## src/hw/rtl/assert_macros.svh

```systemverilog
// assertion macros shared by the flattener rtl
// no dependencies; included by files that carry concurrent checks
`ifndef ASSERT_MACROS_SVH
`define ASSERT_MACROS_SVH

// same-cycle implication, disabled while reset is asserted
`define ASSERT_IMP(lbl, clk, rst_n, ante, cons, msg) \
    lbl: assert property (@(posedge clk) disable iff (!rst_n) (ante) |-> (cons)) \
        else $error(msg);

// next-cycle implication, disabled while reset is asserted
`define ASSERT_NXT(lbl, clk, rst_n, ante, cons, msg) \
    lbl: assert property (@(posedge clk) disable iff (!rst_n) (ante) |=> (cons)) \
        else $error(msg);

`endif

```

## src/hw/rtl/bcf_pkg.sv

```systemverilog
// shared widths and constants of the bezier curve flattener
// no dependencies; used by bcf_div, bcf_mul and the top level
`timescale 1ns / 1ps
`default_nettype none

package bcf_pkg;

    // parameter defaults
    localparam int COORD_BITS_DEF = 16;
    localparam int MAX_STEPS_DEF  = 63;

    // fixed field width of the subdivision count
    localparam int STEP_W = 6;

    // curve parameter t in unsigned q0.16, held in 17 bits so 1.0 fits
    localparam int            T_W   = 17;
    localparam logic [T_W-1:0] T_ONE = {1'b1, {(T_W-1){1'b0}}};

    // squares of s and t, and bernstein weights scaled by 2^48
    localparam int SQ_W    = 2 * T_W - 1;
    localparam int W_W     = 3 * (T_W - 1) + 1;
    localparam int FRAC    = 3 * (T_W - 1);
    localparam int QUAD_SH = FRAC - 2 * (T_W - 1);

    // weights split in two chunks for the dot product
    localparam int WLO_W = 24;
    localparam int WHI_W = W_W - WLO_W;

    // shared multiplier: unsigned a times signed b
    localparam int MA_W = WHI_W;
    localparam int MB_W = SQ_W + 1;
    localparam int MP_W = MA_W + 1 + MB_W;

endpackage

`default_nettype wire

```

## src/hw/rtl/bcf_div.sv

```systemverilog
// radix-2 restoring divider for 1.0 / n, one quotient bit per cycle
// depends on bcf_pkg and assert_macros.svh
`timescale 1ns / 1ps
`default_nettype none
`include "assert_macros.svh"

module bcf_div #(
    parameter int DIV_W = 6
) (
    input  logic                    i_clk,
    input  logic                    i_rst_n,
    input  logic                    i_start,
    input  logic [DIV_W-1:0]        i_divisor,
    output logic                    o_done,
    output logic [bcf_pkg::T_W-1:0] o_quot,
    output logic [DIV_W-1:0]        o_rem
);

    localparam int CNT_W = $clog2(bcf_pkg::T_W + 1);

    logic                    r_busy, n_busy;
    logic                    r_done, n_done;
    logic [CNT_W-1:0]        r_cnt, n_cnt;
    logic [bcf_pkg::T_W-1:0] r_num;
    logic [DIV_W-1:0]        r_rem;
    logic [DIV_W-1:0]        r_div;

    logic [DIV_W:0]   trial;
    logic [DIV_W:0]   diff;
    logic             fits;
    logic [DIV_W-1:0] n_rem;

    // one restoring step: shift in the next dividend bit, subtract if it fits
    always_comb begin
        trial = {r_rem, r_num[bcf_pkg::T_W-1]};
        diff  = trial - {1'b0, r_div};
        fits  = (trial >= {1'b0, r_div});
        n_rem = fits ? diff[DIV_W-1:0] : trial[DIV_W-1:0];
    end

    // step counter and done pulse
    always_comb begin
        n_busy = r_busy;
        n_cnt  = r_cnt;
        n_done = 1'b0;
        if (i_start) begin
            n_busy = 1'b1;
            n_cnt  = CNT_W'(bcf_pkg::T_W);
        end else if (r_busy) begin
            n_cnt = r_cnt - 1'b1;
            if (r_cnt == CNT_W'(1)) begin
                n_busy = 1'b0;
                n_done = 1'b1;
            end
        end
    end

    always_ff @(posedge i_clk) begin
        if (!i_rst_n) begin
            r_busy <= 1'b0;
            r_done <= 1'b0;
            r_cnt  <= '0;
        end else begin
            r_busy <= n_busy;
            r_done <= n_done;
            r_cnt  <= n_cnt;
        end
    end

    // dividend shifts out at the top while quotient bits enter at the bottom
    always_ff @(posedge i_clk) begin
        if (i_start) begin
            r_num <= bcf_pkg::T_ONE;
            r_rem <= '0;
            r_div <= i_divisor;
        end else if (r_busy) begin
            r_num <= {r_num[bcf_pkg::T_W-2:0], fits};
            r_rem <= n_rem;
        end
    end

    assign o_done = r_done;
    assign o_quot = r_num;
    assign o_rem  = r_rem;

    // checks
    logic [bcf_pkg::T_W+DIV_W-1:0] chk_back;
    assign chk_back = (bcf_pkg::T_W+DIV_W)'(r_num) * (bcf_pkg::T_W+DIV_W)'(r_div)
                    + (bcf_pkg::T_W+DIV_W)'(r_rem);

    `ASSERT_NXT(a_start_busy, i_clk, i_rst_n, i_start, r_busy, "divider did not start")
    `ASSERT_IMP(a_rem_small, i_clk, i_rst_n, r_done, r_rem < r_div, "remainder not below divisor")
    `ASSERT_IMP(a_div_exact, i_clk, i_rst_n, r_done,
                chk_back == (bcf_pkg::T_W+DIV_W)'(bcf_pkg::T_ONE), "quotient times n plus rest wrong")

endmodule

`default_nettype wire

```

## config.mk

```make
export PLATFORM = sky130hd
export DESIGN_NAME = bcf_div
export DESIGN_NICKNAME = d
export VERILOG_FILES = /design/src/hw/rtl/bcf_pkg.sv /design/src/hw/rtl/bcf_div.sv
export VERILOG_INCLUDE_DIRS = /design/src /design/src/hw/rtl
export SDC_FILE = /design/constraint.sdc
export NUM_CORES = 1
export LEC_CHECK = 0
export BUFFER_PORTS_ARGS = -buffer_cell sky130_fd_sc_hd__buf_2
export CAP_MARGIN = 25
export CORE_UTILIZATION = 53
export CTS_CLUSTER_SIZE = 40
export DETAILED_ROUTE_END_ITERATION = 8
export PLACE_DENSITY = 0.77
export REMOVE_ABC_BUFFERS = 1
export SLEW_MARGIN = 10
export SYNTH_ARGS = -nofsm -noshare
export SYNTH_HDL_FRONTEND = slang
export SYNTH_SLANG_ARGS = --single-unit
```

## constraint.sdc

```tcl
create_clock -name i_clk -period 2.3 [get_ports i_clk]
set_clock_uncertainty 0.1 [all_clocks]
set_input_delay 0.115 -clock i_clk [delete_from_list [all_inputs] [get_ports i_clk]]
set_output_delay 0.115 -clock i_clk [all_outputs]
set_load 0.005 [all_outputs]
```

==> run_results.csv <==
group,metric,value,unit
status,status,"finished, violations left",
status,violations,"DRC",
worst_setup_path,setup.worst_path.end,"o_rem[1]$_SDFFE_PP0P_",
sta,setup_viol_count_final,0,
clock_network,cts.sinks,36,
detailed_routing,antenna_left,0,
clock_network,clockBufferDepth,2,
power_and_ir_drop,seqPwrFrac,0.528,
detailed_routing,viasPerCell,5.44,
die,fp.dieH,57.7,um
job,cap_violations,0,
layout,nNetsFinal,225,
place,dpl.hpwl,2.25,mm
worst_setup_path,worstRegToRegCells,7,
synth,netlist.area_leader.share,0.365,
layout,drive_above_1_share,0.213,
power_and_ir_drop,pwr-share-comb,0.233,
layout,syn2layout_area_growth,20.9,%
synth,synth.distinct_cells,32,
clock_network,cts.reportedPaths.clkPinSlew,0.11,ns
grt,antenna_found_initial,0,
worst_hold_path,min_path_type,"in2reg",
die,rows,19,
clock_network,cts_tree,"done",
die,io-pin-count,33,
power_and_ir_drop,leakagePower,0.913,nW
synth,async_flop_share,0,
synth,synth-seq-cells,36,
sta,setup_tns,0,ns
detailed_routing,drc,2,
grt,gr-usage-all-layers,0.216,
sta,rsz0062_at_grt,"false",
detailed_routing,routed_wirelength,3.23,mm
sta,relSlewSlack,0.754,
grt,grt_pass1_vias,1220,
worst_setup_path,startpoint,"r_div[4]$_DFFE_PP_",
layout,antenna_cells,0,
sta,post-route-period-util,0.963,
worst_setup_path,crit_arrival,2.35,ns
worst_setup_path,reg2reg_from,"r_div[4]$_DFFE_PP_",
place,globalplace.congestion,0.748,
worst_setup_path,reg2reg_slack,0.08,ns
place,dp.cells,221,
power_and_ir_drop,p_switching,0.000389,W
worst_setup_path,start_kind,"register",
sta,final_max_slew_viol_count,0,
synth,synthTopCellsByArea,"dfxtp_1 (37%), mux2i_1 (12%), edfxtp_1 (11%), ha_1 (6.8%), nor2_1 (6.4%)",
layout,instances_no_fill,238,
synth,syn_area,0.00164,sq mm
sta,max_freq,451,MHz
synth,synth_edf_count,6,
synth,synth-seq-area-share,0.475,
synth,syn_avg_cell_area,10.1,sq um
power_and_ir_drop,intPower,0.000931,W
detailed_routing,vias,1294,
place,port_buffers,32,
synth,ys.flop_type,"dfxtp_1",
worst_setup_path,critPathCaptureType,"register",
die,dieArea,0.00333,sq mm
worst_setup_path,worstPathRequired,2.43,ns
power_and_ir_drop,p_clk_frac,0.238,
synth,synth_common_cells,"dfxtp_1 (30), nor2_1 (28), mux2i_1 (20), inv_1 (11), ha_1 (9)",
power_and_ir_drop,max-vdd-ir-drop,462,uV
detailed_routing,wl_per_cell,13.6,um
clock_network,numCtsBuffers,5,
worst_setup_path,path_max_fanout,6,
power_and_ir_drop,switching_share,0.295,
detailed_routing,drt_pass1_iterations,6,
power_and_ir_drop,power_density,664,mW/mm^2
synth,yosysTopAreaCell,"dfxtp_1",
die,start_util,0.576,
sta,worstMarginPinSlew,0.366,ns
worst_setup_path,crit_type,"reg2reg",
grt,grt_pass1_wl,5.46,mm
detailed_routing,first_iter_violations,64,
sta,hold_viol,0,
layout,final_util,0.696,
sta,period_needed,2.22,ns
worst_setup_path,rr_endpoint,"o_rem[1]$_SDFFE_PP0P_",
synth,synthCells,162,
synth,ys_warn_count,0,
clock_network,cts_setup_buffers,0,
grt,grt-ovfl-total,0,
synth,synthMostInstantiatedCell,"dfxtp_1",
clock_network,htree_num_levels,2,
clock_network,root_buffer,"clkbuf_4",
clock_network,clock_latency,0.33,ns
grt,grt_max_degree,26,
die,dieWidth,57.7,um
die,coreArea,0.00285,sq mm
## worst min path at each step
stage	from	endpoint	cells after the start	slack, ns
after global placement	i_divisor[3]	r_div[3]$_DFFE_PP_	1	0.19
after CTS	i_divisor[5]	r_div[5]$_DFFE_PP_	2	0.36
after detailed placement	i_divisor[2]	r_div[2]$_DFFE_PP_	1	0.19
final	i_divisor[4]	r_div[4]$_DFFE_PP_	2	0.39
after global routing	i_divisor[3]	r_div[3]$_DFFE_PP_	2	0.39
after floorplan	i_start	o_rem[5]$_SDFFE_PP0P_	1	0.09
## layout make-up
cell class              count  area [sq um]
fillers                   234           866
multi-input cells         109           815
flip-flops and latches     36           781
repair buffers             43           263
clock buffers               7          45.0
inverters                  11          41.3
well taps                  31          38.8
clock inverters             1          3.75
## power by group through the flow
stage	Combinational [W]	Sequential, W	Clock [W]
6_report	0.000308	0.000697	0.000314
5_1_grt	0.000341	0.000702	0.000344
4_1_cts	0.000292	0.000697	0.000323
3_5_place_dp	0.000282	0.000712	0
3_3_place_gp	0.000266	0.000710	0
2_1_floorplan	0.000192	0.000720	0
## sequential cells by signal, indices dropped and copies added (netlist names)
signal and count:
o_quot 17, o_rem 6, r_div 6, r_cnt 5
o_done 1, r_busy 1
## per-layer routing
layer  track usage  wire, um  part of all wire  vias up
met5             0         0                 0        -
met4        0.0714        41             0.013        0
met3        0.0737       160             0.050        6
met2         0.342      1470              0.45       33
met1         0.279      1560              0.48      599
li1              -         -                 -      656
## kinds of logic (layout without fill, tap and decap cells)
group                      Yosys count  after routing  synth area share
xor gates and xnor gates             7              7            0.0373
AOI/OAI and AO/OA                   23             24             0.110
and+or+nand+nor                     48             48             0.134
muxes                               20             20             0.122
adders and majority gates           10             10            0.0807
DFF                                 36             36             0.475
buffers and inverters               18             62            0.0411
## metrics by stage
stage	hold slack, ns	total power [W]	area [sq um]	worst slack [ns]
CTS	0.364	0.00131	1970	0.0603
finish	0.389	0.00132	1990	0.0842
detailed placement	0.194	0.000993	1840	0.0920
global placement	0.193	0.000976	1840	0.157
floorplan	0.0871	0.000913	1620	0.209
global route	0.385	0.00139	1990	0.0176
## cell usage in the layout, fill, tap and decap left out, types with 6 or more instances in the layout
cell type,count
buf_2,32
edfxtp_1,6
ha_1,8
nor2_1,28
mux2i_1,20
dlygate4sd3_1,8
inv_1,11
dfxtp_1,30
## worst max-delay path, stage by stage, from the launching register on
cell,delay (ns)
edfxtp_1,0.38
inv_1,0.07
ha_2,0.32
a21o_1,0.19
a211o_1,0.35
a41oi_4,0.30
nor4_1,0.09
a311o_1,0.32
## what timing repair did
item                                    in CTS  in global routing
resized for setup                            0                  1
endpoints found under the setup margin       0                  1
hold buffers                                 8                  0
hold endpoints to repair                    12                  0
(Power assumes the default switching activity.)
